--- src/rtl/mtep_pkg.sv ---
// ----------------------------------------------------------------------------
// MIDI track event parser package
// Shared item types, status constants and parser phase codes.
// ----------------------------------------------------------------------------
package mtep_pkg;

	localparam int TICK_BITS_DEF = 32;

	localparam logic [7:0] DATA_MASK   = 8'h7F;
	localparam logic [7:0] STATUS_FLAG = 8'h80;
	localparam logic [7:0] META_BYTE   = 8'hFF;
	localparam logic [7:0] META_TEMPO  = 8'h51;
	localparam logic [7:0] META_EOT    = 8'h2F;
	localparam logic [7:0] SYSEX_BYTE  = 8'hF0;
	localparam logic [7:0] SYSEX_ESC   = 8'hF7;
	localparam logic [3:0] HI_NOTE_OFF = 4'h8;
	localparam logic [3:0] HI_NOTE_ON  = 4'h9;
	localparam logic [3:0] HI_POLY_AT  = 4'hA;
	localparam logic [3:0] HI_CTRL     = 4'hB;
	localparam logic [3:0] HI_PROG     = 4'hC;
	localparam logic [3:0] HI_CHAN_AT  = 4'hD;
	localparam logic [3:0] HI_PITCH    = 4'hE;

	localparam logic KIND_CHANNEL = 1'b0;
	localparam logic KIND_TEMPO   = 1'b1;

	typedef enum logic [9:0] {
		PH_DELTA     = 10'b00_0000_0001,
		PH_STATUS    = 10'b00_0000_0010,
		PH_DATA1     = 10'b00_0000_0100,
		PH_DATA2     = 10'b00_0000_1000,
		PH_META_TYPE = 10'b00_0001_0000,
		PH_META_LEN  = 10'b00_0010_0000,
		PH_SYSEX_LEN = 10'b00_0100_0000,
		PH_SKIP      = 10'b00_1000_0000,
		PH_TEMPO     = 10'b01_0000_0000,
		PH_DONE      = 10'b10_0000_0000
	} phase_t;

	typedef struct packed {
		logic [7:0] track_byte;
		logic       last_in_track;
	} in_item_t;

	typedef struct packed {
		logic        event_kind;
		logic [31:0] event_tick;
		logic [7:0]  status_byte;
		logic [7:0]  first_data;
		logic [7:0]  second_data;
		logic [23:0] tempo_us;
	} out_item_t;

	typedef struct packed {
		logic      valid;
		out_item_t item;
	} core_res_t;

endpackage

--- src/rtl/mtep_core.sv ---
// ----------------------------------------------------------------------------
// MIDI track event parser core
// Track parse state and the one-byte step that decodes delta times, running
// status, meta and sysex events, and forms the result of a byte.
// ----------------------------------------------------------------------------
module mtep_core import mtep_pkg::*; #(
	parameter int TICK_BITS = TICK_BITS_DEF
) (
	input  logic      clk,
	input  logic      arst_n,
	input  logic      step,
	input  in_item_t  item_s1,
	input  logic      notes_only,
	output core_res_t res
);

	phase_t               phase_q, n_phase;
	logic [TICK_BITS-1:0] abs_tick_q, n_abs_tick;
	logic [27:0]          vlq_value_q, n_vlq_value;
	logic [2:0]           vlq_count_q, n_vlq_count;
	logic [7:0]           running_status_q, n_running_status;
	logic [7:0]           current_status_q, n_current_status;
	logic [7:0]           held_data_q, n_held_data;
	logic [27:0]          skip_remaining_q, n_skip_remaining;
	logic [7:0]           meta_type_q, n_meta_type;
	logic [23:0]          tempo_accum_q, n_tempo_accum;
	logic [1:0]           tempo_count_q, n_tempo_count;

	logic [7:0]           b;
	logic [27:0]          vlq_new;
	logic [2:0]           vlq_cnt_new;
	logic                 vlq_done;
	logic [TICK_BITS:0]   tick_sum;
	logic [31:0]          tick_out;
	logic [27:0]          skip_dec;
	logic [23:0]          tempo_new;
	logic [1:0]           tempo_cnt_new;
	phase_t               skip_end_phase;

	function automatic logic is_two(input logic [7:0] st);
		return st[7:4] == HI_NOTE_OFF || st[7:4] == HI_NOTE_ON || st[7:4] == HI_POLY_AT
			|| st[7:4] == HI_CTRL || st[7:4] == HI_PITCH;
	endfunction

	function automatic logic is_one(input logic [7:0] st);
		return st[7:4] == HI_PROG || st[7:4] == HI_CHAN_AT;
	endfunction

	function automatic core_res_t emit_ch(input logic [7:0] st, input logic [7:0] d1,
			input logic [7:0] d2, input logic notes, input logic [31:0] tick);
		core_res_t r;
		r = '0;
		r.item.event_kind = KIND_CHANNEL;
		r.item.event_tick = tick;
		r.item.first_data = d1;
		if (!notes) begin
			r.valid = 1'b1;
			r.item.status_byte = st;
			r.item.second_data = d2;
		end else if (st[7:4] == HI_NOTE_ON && d2 != 8'h00) begin
			r.valid = 1'b1;
			r.item.status_byte = st;
			r.item.second_data = d2;
		end else if (st[7:4] == HI_NOTE_ON || st[7:4] == HI_NOTE_OFF) begin
			r.valid = 1'b1;
			r.item.status_byte = {HI_NOTE_OFF, st[3:0]};
		end
		return r;
	endfunction

	assign b             = item_s1.track_byte;
	assign vlq_new       = {vlq_value_q[20:0], b[6:0]};
	assign vlq_cnt_new   = vlq_count_q + 3'd1;
	assign vlq_done      = !b[7] || vlq_cnt_new >= 3'd4;
	assign tick_sum      = {1'b0, abs_tick_q} + (TICK_BITS+1)'(vlq_new);
	assign tick_out      = 32'(abs_tick_q);
	assign skip_dec      = (skip_remaining_q != 28'd0) ? skip_remaining_q - 28'd1 : 28'd0;
	assign tempo_new     = {tempo_accum_q[15:0], b};
	assign tempo_cnt_new = tempo_count_q + 2'd1;
	assign skip_end_phase = (meta_type_q == META_EOT) ? PH_DONE : PH_DELTA;

	always_comb begin
		n_phase          = phase_q;
		n_abs_tick       = abs_tick_q;
		n_vlq_value      = vlq_value_q;
		n_vlq_count      = vlq_count_q;
		n_running_status = running_status_q;
		n_current_status = current_status_q;
		n_held_data      = held_data_q;
		n_skip_remaining = skip_remaining_q;
		n_meta_type      = meta_type_q;
		n_tempo_accum    = tempo_accum_q;
		n_tempo_count    = tempo_count_q;
		res              = '0;
		unique case (phase_q)
			PH_DELTA: begin
				if (vlq_done) begin
					n_abs_tick  = tick_sum[TICK_BITS] ? '1 : tick_sum[TICK_BITS-1:0];
					n_vlq_value = '0;
					n_vlq_count = '0;
					n_phase     = PH_STATUS;
				end else begin
					n_vlq_value = vlq_new;
					n_vlq_count = vlq_cnt_new;
				end
			end
			PH_STATUS: begin
				priority if (b == META_BYTE) begin
					n_phase = PH_META_TYPE;
				end else if (b == SYSEX_BYTE || b == SYSEX_ESC) begin
					n_running_status = '0;
					n_meta_type      = '0;
					n_vlq_value      = '0;
					n_vlq_count      = '0;
					n_phase          = PH_SYSEX_LEN;
				end else if ((b & STATUS_FLAG) != 8'h00) begin
					if (is_one(b) || is_two(b)) begin
						n_running_status = b;
						n_current_status = b;
						n_phase          = PH_DATA1;
					end else begin
						n_meta_type      = '0;
						n_skip_remaining = 28'd1;
						n_phase          = PH_SKIP;
					end
				end else if (is_one(running_status_q)) begin
					res     = emit_ch(running_status_q, b, 8'h00, notes_only, tick_out);
					n_phase = PH_DELTA;
				end else if (is_two(running_status_q)) begin
					n_current_status = running_status_q;
					n_held_data      = b;
					n_phase          = PH_DATA2;
				end else begin
					n_phase = PH_DELTA;
				end
			end
			PH_DATA1: begin
				if (is_one(current_status_q)) begin
					res     = emit_ch(current_status_q, b, 8'h00, notes_only, tick_out);
					n_phase = PH_DELTA;
				end else begin
					n_held_data = b;
					n_phase     = PH_DATA2;
				end
			end
			PH_DATA2: begin
				res     = emit_ch(current_status_q, held_data_q, b, notes_only, tick_out);
				n_phase = PH_DELTA;
			end
			PH_META_TYPE: begin
				n_meta_type = b;
				n_vlq_value = '0;
				n_vlq_count = '0;
				n_phase     = PH_META_LEN;
			end
			PH_META_LEN, PH_SYSEX_LEN: begin
				if (vlq_done) begin
					n_vlq_value = '0;
					n_vlq_count = '0;
					if (phase_q == PH_META_LEN) begin
						n_running_status = '0;
					end
					if (phase_q == PH_META_LEN && meta_type_q == META_TEMPO
							&& vlq_new == 28'd3) begin
						n_tempo_accum = '0;
						n_tempo_count = '0;
						n_phase       = PH_TEMPO;
					end else if (vlq_new == 28'd0) begin
						n_phase = skip_end_phase;
					end else begin
						n_skip_remaining = vlq_new;
						n_phase          = PH_SKIP;
					end
				end else begin
					n_vlq_value = vlq_new;
					n_vlq_count = vlq_cnt_new;
				end
			end
			PH_SKIP: begin
				n_skip_remaining = skip_dec;
				if (skip_dec == 28'd0) begin
					n_phase = skip_end_phase;
				end
			end
			PH_TEMPO: begin
				if (tempo_cnt_new == 2'd3) begin
					n_tempo_accum = '0;
					n_tempo_count = '0;
					n_phase       = PH_DELTA;
					if (tempo_new != 24'd0 && !notes_only) begin
						res.valid           = 1'b1;
						res.item.event_kind = KIND_TEMPO;
						res.item.event_tick = tick_out;
						res.item.tempo_us   = tempo_new;
					end
				end else begin
					n_tempo_accum = tempo_new;
					n_tempo_count = tempo_cnt_new;
				end
			end
			PH_DONE: begin
				n_phase = PH_DONE;
			end
			default: begin
				n_phase = PH_DELTA;
			end
		endcase
		if (item_s1.last_in_track) begin
			n_phase          = PH_DELTA;
			n_abs_tick       = '0;
			n_vlq_value      = '0;
			n_vlq_count      = '0;
			n_running_status = '0;
			n_current_status = '0;
			n_held_data      = '0;
			n_skip_remaining = '0;
			n_meta_type      = '0;
			n_tempo_accum    = '0;
			n_tempo_count    = '0;
		end
	end

	always_ff @(posedge clk or negedge arst_n) begin
		if (!arst_n) begin
			phase_q          <= PH_DELTA;
			abs_tick_q       <= '0;
			vlq_value_q      <= '0;
			vlq_count_q      <= '0;
			running_status_q <= '0;
			current_status_q <= '0;
			held_data_q      <= '0;
			skip_remaining_q <= '0;
			meta_type_q      <= '0;
			tempo_accum_q    <= '0;
			tempo_count_q    <= '0;
		end else if (step) begin
			phase_q          <= n_phase;
			abs_tick_q       <= n_abs_tick;
			vlq_value_q      <= n_vlq_value;
			vlq_count_q      <= n_vlq_count;
			running_status_q <= n_running_status;
			current_status_q <= n_current_status;
			held_data_q      <= n_held_data;
			skip_remaining_q <= n_skip_remaining;
			meta_type_q      <= n_meta_type;
			tempo_accum_q    <= n_tempo_accum;
			tempo_count_q    <= n_tempo_count;
		end
	end

	a_vlq_short: assert property (@(posedge clk) disable iff (!arst_n)
		vlq_count_q <= 3'd3)
		else $error("length quantity ran past four bytes");

	a_notes_filter: assert property (@(posedge clk) disable iff (!arst_n)
		res.valid && notes_only |->
			res.item.event_kind == KIND_CHANNEL
			&& (res.item.status_byte[7:4] == HI_NOTE_ON
			|| res.item.status_byte[7:4] == HI_NOTE_OFF))
		else $error("non-note result in notes mode");

	a_track_clear: assert property (@(posedge clk) disable iff (!arst_n)
		step && item_s1.last_in_track |=> phase_q == PH_DELTA && abs_tick_q == '0)
		else $error("track state not cleared at track end");

endmodule

--- src/rtl/midi_track_event_parser.sv ---
// ----------------------------------------------------------------------------
// MIDI track event parser
// Parses track chunk body bytes into timed channel messages and tempo changes.
// ----------------------------------------------------------------------------
//  channel   direction  handshake             payload
//  item      in         item_valid/item_stall  in_item_t (track byte, last flag)
//  result    out        result_valid/result_stall out_item_t
//  cfg       in         cfg_valid/cfg_ready    cfg_data (notes_only)
//
//  One byte a cycle while no result is stalled.
//  The byte register feeds the parse step, which writes the result register.
//  A stalled result holds the parse step; item_stall rises while it waits.
//  Reset clears all track state and the notes_only register.
// ----------------------------------------------------------------------------
module midi_track_event_parser import mtep_pkg::*; #(
	parameter int TICK_BITS = TICK_BITS_DEF
) (
	input  logic      clk,
	input  logic      arst_n,
	input  logic      item_valid,
	output logic      item_stall,
	input  in_item_t  item,
	output logic      result_valid,
	input  logic      result_stall,
	output out_item_t result,
	input  logic      cfg_valid,
	output logic      cfg_ready,
	input  logic      cfg_data
);

	in_item_t  item_s1;
	logic      valid_s1;
	logic      step;
	logic      notes_only_q;
	logic      out_valid_q;
	out_item_t out_q;
	core_res_t res;

	assign step       = valid_s1 && (!out_valid_q || !result_stall);
	assign item_stall = valid_s1 && !step;
	assign cfg_ready  = 1'b1;

	always_ff @(posedge clk or negedge arst_n) begin
		if (!arst_n) begin
			notes_only_q <= 1'b0;
		end else if (cfg_valid && cfg_ready) begin
			notes_only_q <= cfg_data;
		end
	end

	always_ff @(posedge clk or negedge arst_n) begin
		if (!arst_n) begin
			valid_s1 <= 1'b0;
		end else if (!item_stall) begin
			valid_s1 <= item_valid;
		end
	end

	always_ff @(posedge clk) begin
		if (item_valid && !item_stall) begin
			item_s1 <= item;
		end
	end

	mtep_core #(
		.TICK_BITS(TICK_BITS)
	) u_core (
		.clk       (clk),
		.arst_n    (arst_n),
		.step      (step),
		.item_s1   (item_s1),
		.notes_only(notes_only_q),
		.res       (res)
	);

	always_ff @(posedge clk or negedge arst_n) begin
		if (!arst_n) begin
			out_valid_q <= 1'b0;
		end else if (step) begin
			out_valid_q <= res.valid;
		end else if (!result_stall) begin
			out_valid_q <= 1'b0;
		end
	end

	always_ff @(posedge clk) begin
		if (step && res.valid) begin
			out_q <= res.item;
		end
	end

	assign result_valid = out_valid_q;
	assign result       = out_q;

	a_stall_cause: assert property (@(posedge clk) disable iff (!arst_n)
		item_stall |-> valid_s1 && out_valid_q && result_stall)
		else $error("input stalled without a held result");

	a_tempo_clean: assert property (@(posedge clk) disable iff (!arst_n)
		out_valid_q && out_q.event_kind == KIND_TEMPO |->
			out_q.status_byte == 8'h00 && out_q.first_data == 8'h00
			&& out_q.second_data == 8'h00 && out_q.tempo_us != 24'd0)
		else $error("malformed tempo result");

	a_channel_clean: assert property (@(posedge clk) disable iff (!arst_n)
		out_valid_q && out_q.event_kind == KIND_CHANNEL |-> out_q.tempo_us == 24'd0)
		else $error("channel result carries a tempo");

endmodule

--- config.mk ---
export PLATFORM = sky130hd
export DESIGN_NAME = midi_track_event_parser
export DESIGN_NICKNAME = d
export VERILOG_FILES = /design/src/rtl/mtep_pkg.sv /design/src/rtl/mtep_core.sv /design/src/rtl/midi_track_event_parser.sv
export SDC_FILE = /design/constraint.sdc
export NUM_CORES = 1
export LEC_CHECK = 0
export BUFFER_PORTS_ARGS = -buffer_cell sky130_fd_sc_hd__buf_2
export CAP_MARGIN = 0
export CORE_ASPECT_RATIO = 1.1
export CORE_UTILIZATION = 39
export DETAILED_ROUTE_END_ITERATION = 16
export PLACE_DENSITY = 0.64
export REMOVE_ABC_BUFFERS = 1
export SLEW_MARGIN = 40
export SYNTH_ARGS = -nofsm -noshare
export SYNTH_HDL_FRONTEND = slang
export SYNTH_SLANG_ARGS = --single-unit
export TNS_END_PERCENT = 1
--- constraint.sdc ---
create_clock -name clk -period 7.3 [get_ports clk]
set_clock_uncertainty 0.05 [all_clocks]
set_input_delay 1.095 -clock clk [delete_from_list [all_inputs] [get_ports clk]]
set_output_delay 1.095 -clock clk [all_outputs]
set_load 0.01 [all_outputs]
==> results.cfg, run 1 <==
[sta]
final.min_clock_period_ns = 3.806
rsz0062_at_grt = no
fin_hold_ws_ns = 0.3556
relSlewSlack_pct = 45.34
tns_ns = 0
setup_violations = 0
final_hold_viol_count = 0
worst_pin_slew_ns = 0.8199
finalCritPeriodShare_pct = 52.14
finalMaxSlewViolations = 0
fmax_mhz = 262.7

[pwr]
total_power_uw = 3635
pwr-share-seq_pct = 42.5
switching_power_uw = 1074
switching_share_pct = 29.54
p_int_uw = 2561
comb_power_share_pct = 19.3
power_density_nw_per_um2 = 250.9
p_leak_uw = 0.006411
pwr-share-clk_pct = 38.2
peakVddDrop_mv = 0.1659

[finish]
final_cell_mix = 146 x dfrtp_1, 128 x o21ai_0, 118 x nand2_1
antennaDiodeCount = 0
drive_above_1_share_pct = 14.80
areaGrowthSynthToFinish_pct = 15.73
design_area_um2 = 14490
num-nets-final = 1411
final_common_cell = dfrtp_1

[synth]
ys_types = 74
ys_seq_area_share_pct = 50.98
synth_edf_count = 90
syn_area_um2 = 12520
synth_area_per_cell_um2 = 9.757
ys_async_sr_fraction_pct = 62.03
synthesis.instances = 1283
synth.ff_latch_count = 237
synth_top_family_by_area = simple AND/OR/NAND/NOR gates
synth_ff_type = dfrtp_1
muxShareOfSynthArea_pct = 2.049
synth_compound_area_share_pct = 17.11
synthSimpleGateAreaFrac_pct = 20.85
synth-xor-area-share_pct = 2.029
synth.yosys.warnings = 0
synth_fa_ha_area_share_pct = 3.258

[clock_network]
cts_tree = yes
cts_setup_buffers = 0
numCtsBuffers = 27
cts-resized-gates = 0
root_buffer = clkbuf_16
clock_sinks = 237
clk_pin_slew_ns = 0.06
clockBufferDepth = 3
clock_latency_ns = 0.55
cts_hold_buf = 0
htree_levels = 1

[setup_path]
crit_path_start_kind = flop
cp_max_fo = 10
critPathCaptureType = flop
worstSetupPathType = reg -> reg
worstPathRequired_ns = 7.68
arrival_ns = 4.19

[die]
die_area_um2 = 32820
core_um2 = 31480
fp.dieW_um = 172.8
ios = 99
initial_core_util_pct = 39.77
die_h_um = 189.9
rows = 68

[placement]
placed_cell_area_um2 = 13530
io_buffers = 97
place.gp.congestion = 0.9188
place_hpwl_um = 21820

[job]
maxCapViolCount = 0

[global_route]
antenna_found_initial = 1
grt_overflow = 0
globalRouteTotalUtil_pct = 19.65
grt_max_degree = 94
grt_pass1_vias = 9832
grt_pass1_wl_um = 52430

[detailed_routing]
drtPass1Iterations = 5
wire_per_inst_um = 17.82
drt_wl_total_um = 32160
vias = 10083
drtIter0Drc = 772
viasPerCell = 5.586
post-route-drc-count = 0
postRouteAntennaNets = 0

[min_path]
hp-class = in -> async

[outcome]
run_status = complete, no violations
-- path summary, 6_finish.rpt --
kind | startpoint | endpoint | slack, ns | depth (start not counted)
worst max-delay path | u_core.skip_remaining_q[0]$_DFFE_PN0P_ | u_core.phase_q[6]$_DFFE_PN0P_ | 3.49 | 10
worst min-delay path | arst_n | u_core.abs_tick_q[29]$_DFFE_PN0P_ | 0.36 | 1
worst max register to register | u_core.skip_remaining_q[0]$_DFFE_PN0P_ | u_core.phase_q[6]$_DFFE_PN0P_ | 3.49 | 10
worst min register to register | u_core.held_data_q[2]$_DFFE_PN0P_ | u_core.held_data_q[2]$_DFFE_PN0P_ | 0.43 | 2
max in group asynchronous | arst_n | u_core.running_status_q[2]$_DFFE_PN0P_ | 5.84 | 2
min in group clk | u_core.held_data_q[2]$_DFFE_PN0P_ | u_core.held_data_q[2]$_DFFE_PN0P_ | 0.43 | 2
-- sequential cells by signal (all words and copies together), names as in the netlist --
| register | cells |
|---|---|
| valid_s1 | 1 |
| result_valid | 1 |
| u_core.skip_remaining_q | 28 |
| u_core.tempo_accum_q | 16 |
| u_core.vlq_value_q | 21 |
| notes_only_q | 1 |
| u_core.vlq_count_q | 3 |
| u_core.held_data_q | 8 |
| u_core.running_status_q | 8 |
| u_core.meta_type_q | 8 |
| u_core.tempo_count_q | 2 |
| item_s1 | 9 |
| u_core.phase_q | 10 |
| u_core.current_status_q | 8 |
| result | 81 |
| u_core.abs_tick_q | 32 |
-- logic make-up after synthesis --
kind of cell,after synthesis
AOI/OAI and AO/OA,341
and+or+nand+nor,498
DFF,237
xor gates and xnor gates,29
other,1
adders and majority gates,32
buffers and inverters,121
muxes,24
-- area by class of cell --
class	count	area [um2]
Fill cell	3038	16990
Sequential cell	237	6382
Multi-Input combinational cell	925	5756
Timing Repair Buffer	118	701.9
Tap cell	420	525.5
Clock buffer	33	708.2
Inverter	55	206.4
Clock inverter	17	207.7
-- critical path, stage by stage, from the launching register on --
cell,delay [ns]
dfrtp_1,0.42
inv_1,0.13
ha_1,0.28
nor3b_1,0.65
nand3_1,0.30
nor4_1,0.47
xor2_1,0.17
nor4_1,0.32
nand3_1,0.21
o22ai_4,0.31
mux2_2,0.39
-- stage by stage --
stage	std cells	setup WS (ns)	util, %
floorplan	1217	2.212	-
global placement	1750	3.589	42.73
detailed placement	1754	3.583	42.99
CTS	1804	3.550	45.90
global route	1805	3.210	46.02
finish	1805	3.494	46.02
-- metal layers --
layer,up-vias,GRT usage [%],wire length (um)
met5,-,0,13
met4,2,5.888,903
met3,60,2.598,1314
met2,261,34.69,15600
met1,4896,25.07,14320
li1,4864,-,-
-- cell usage after synthesis, types with 12 or more instances --
library cell | number | area (um2)
nand2_1 | 118 | 442.9
edfxtp_1 | 90 | 2703
a22o_1 | 17 | 148.9
a21oi_1 | 64 | 320.3
nor2b_1 | 38 | 237.7
dfrtp_1 | 146 | 3654
ha_1 | 31 | 387.9
nor4_1 | 25 | 156.4
nand2b_1 | 19 | 118.9
nand4_1 | 15 | 93.84
o31ai_1 | 20 | 150.1
xor2_1 | 17 | 148.9
clkbuf_1 | 59 | 221.5
nand3_1 | 53 | 265.3
inv_1 | 55 | 206.5
nor2_1 | 87 | 326.6
mux2_2 | 13 | 146.4
o21ai_0 | 128 | 640.6
a21o_1 | 18 | 135.1
xnor2_1 | 12 | 105.1
nor3_1 | 29 | 145.1
and2_1 | 43 | 269.0
-- power groups by stage --
stage          clock (uW)  sequential, uW  combinational [uW]
3_5_place_dp            0            1570                 694
6_report             1390            1540                 702
5_1_grt              1470            1550                 786
3_3_place_gp            0            1570                 680
2_1_floorplan           0            1550                 494
4_1_cts              1420            1540                 699
Note: power is estimated with default switching activity, not from simulation.
==> run 2: changes to the inputs <==
PLACE_DENSITY = 0.66   (was 0.64)
clock period = 3.3 ns   (was 7.3 ns; I/O delays follow)
==> run 2 against run 1 <==
  * Worst setup slack got worse by 3.3 ns
  * Count of clock-buffer cells in the layout grew 8
  * Critical path depth unchanged
  * Die area unchanged
  * Sequential share of layout area is 1.1 points lower
  * Sequential power is 120% higher
  * Critical endpoint is now u_core.phase_q[7]$_DFFE_PN0P_
  * Largest power group unchanged
==> results.cfg, run 2 (synthesis gave the netlist of run 1 again) <==
[outcome]
run_status = complete, no violations

[clock_network]
numCtsBuffers = 27
clock_latency_ns = 0.55
clk_pin_slew_ns = 0.06
root_buffer = clkbuf_16
cts_tree = yes
htree_levels = 1
clockBufferDepth = 3
clock_sinks = 237

[detailed_routing]
drtIter0Drc = 631
postRouteAntennaNets = 0
vias = 10344
drt_wl_total_um = 34580
viasPerCell = 5.564
wire_per_inst_um = 18.60
drtPass1Iterations = 5
post-route-drc-count = 0

[setup_path]
arrival_ns = 3.48
reg2reg_depth = 10
worstSetupPathType = reg -> reg
worst_r2r_endpoint = u_core.phase_q[7]$_DFFE_PN0P_
crit_path_top_delay_cell = or4_1
slowest_delay_ns = 0.50
r2r_start = u_core.skip_remaining_q[18]$_DFFE_PN0P_
crit_path_cell_trace = or3_1, or4_1, nor4_2, buf_4, xor2_1, nor4_1, nand3_1, o22ai_4, buf_12, mux2_2
worstPathRequired_ns = 3.68
critPathCaptureType = flop
cp_max_fo = 10
reg2reg_slack_ns = 0.21
crit_path_start_kind = flop

[sta]
finalMaxSlewViolations = 0
relSlewSlack_pct = 51.53
worst_slack_ns = 0.2058
worst_pin_slew_ns = 0.7270
fmax_mhz = 323.2
fin_hold_ws_ns = 0.07653
final.min_clock_period_ns = 3.094
final_hold_viol_count = 0
finalCritPeriodShare_pct = 93.76
rsz0062_at_grt = no
setup_violations = 0

[global_route]
globalRouteTotalUtil_pct = 21.07
antenna_found_initial = 0
grt_max_degree = 69
grt_pass1_vias = 10228
grt_pass1_wl_um = 55480
grt_overflow = 0

[finish]
num-nets-final = 1465
areaGrowthSynthToFinish_pct = 18.66
largest_register_ffs = 81
fillCellCount = 3000
final_cells = 1859
drive_above_1_share_pct = 17.51
antennaDiodeCount = 0
final_common_cell = dfrtp_1
final_cell_mix = 146 x dfrtp_1, 128 x o21ai_0, 118 x nand2_1
multi_input_comb_area_um2 = 5749
seq_area_um2 = 6382

[min_path]
holdPathEnd = item_s1[0]$_DFFE_PP_
hp-class = in -> reg
min-delay-start = item[0]
hold_depth = 1

[pwr]
p_leak_uw = 0.006655
peakVddDrop_mv = 0.3348
power_density_nw_per_um2 = 540.5
total_power_uw = 8028

[die]
rows = 68
fp.dieW_um = 172.8
die_h_um = 189.9
ios = 99
die_area_um2 = 32820
core_um2 = 31480
initial_core_util_pct = 39.77

[placement]
io_buffers = 97
place.gp.congestion = 0.9159
dp_slack_ns = 0.1413
place_hpwl_um = 24530
dp.cells = 1807

[job]
maxCapViolCount = 0
==> run 2: area by class of cell <==
type,count,share of cell area [%]
Clock inverter,9,0.6149
Sequential cell,237,42.97
Inverter,55,1.390
Clock buffer,41,5.248
Timing Repair Buffer,172,7.539
Multi-Input combinational cell,925,38.70
Tap cell,420,3.538
==> run 2: worst max path at each step <==
stage | cells after the start | startpoint | end | slack [ns]
6_report | 10 | u_core.skip_remaining_q[18]$_DFFE_PN0P_ | u_core.phase_q[7]$_DFFE_PN0P_ | 0.21
5_1_grt | 10 | u_core.phase_q[3]$_DFFE_PN0P_ | u_core.skip_remaining_q[9]$_DFFE_PN0P_ | 0.003
4_1_cts | 11 | u_core.skip_remaining_q[0]$_DFFE_PN0P_ | u_core.phase_q[6]$_DFFE_PN0P_ | 0.12
3_5_place_dp | 11 | u_core.skip_remaining_q[0]$_DFFE_PN0P_ | u_core.phase_q[7]$_DFFE_PN0P_ | 0.14
3_3_place_gp | 10 | u_core.skip_remaining_q[0]$_DFFE_PN0P_ | u_core.phase_q[2]$_DFFE_PN0P_ | 0.16
2_1_floorplan | 4 | u_core.phase_q[5]$_DFFE_PN0P_ | result[0]$_SDFFCE_PN0P_ | -1.79
==> run 2: metal layers <==
| layer | GRT usage, % | up-vias | share of wire, % |
|---|---|---|---|
| met5 | 0 | - | 0 |
| met4 | 6.909 | 0 | 3.1 |
| met3 | 2.598 | 62 | 4.5 |
| met2 | 37.34 | 294 | 49 |
| met1 | 26.66 | 5026 | 43 |
| li1 | - | 4962 | - |
==> run 2: repair_timing <==
action	4_1_cts	5_1_grt
setup buffers	0	1
gates resized for setup	0	4
endpoints found under the hold margin	39	0
setup endpoints to repair	0	16
hold buffers	1	0
==> run 2: metrics by stage <==
stage	setup TNS [ns]	util (%)	instance area, um2
after global routing	0	47.19	14850
after CTS	0	47.06	14820
after floorplan	-196.68	-	12260
final	0	47.19	14850
after detailed placement	0	44.26	13930
after global placement	0	44.25	13930
==> run 2: critical path, delay by kind of cell (launching register included) <==
family	cells	cell delay, ns
AOI/OAI and AO/OA	1	0.17
muxes	1	0.33
and+or+nand+nor	5	1.62
xor gates and xnor gates	1	0.06
buffers and inverters	2	0.31
DFF	1	0.44
==> run 2: where the power goes <==
part | switching [uW] | internal (uW) | total [uW]
Combinational | 1010 | 679 | 1680
Sequential | 187 | 3230 | 3420
Clock | 1210 | 1720 | 2930
Total | 2400 | 5630 | 8030
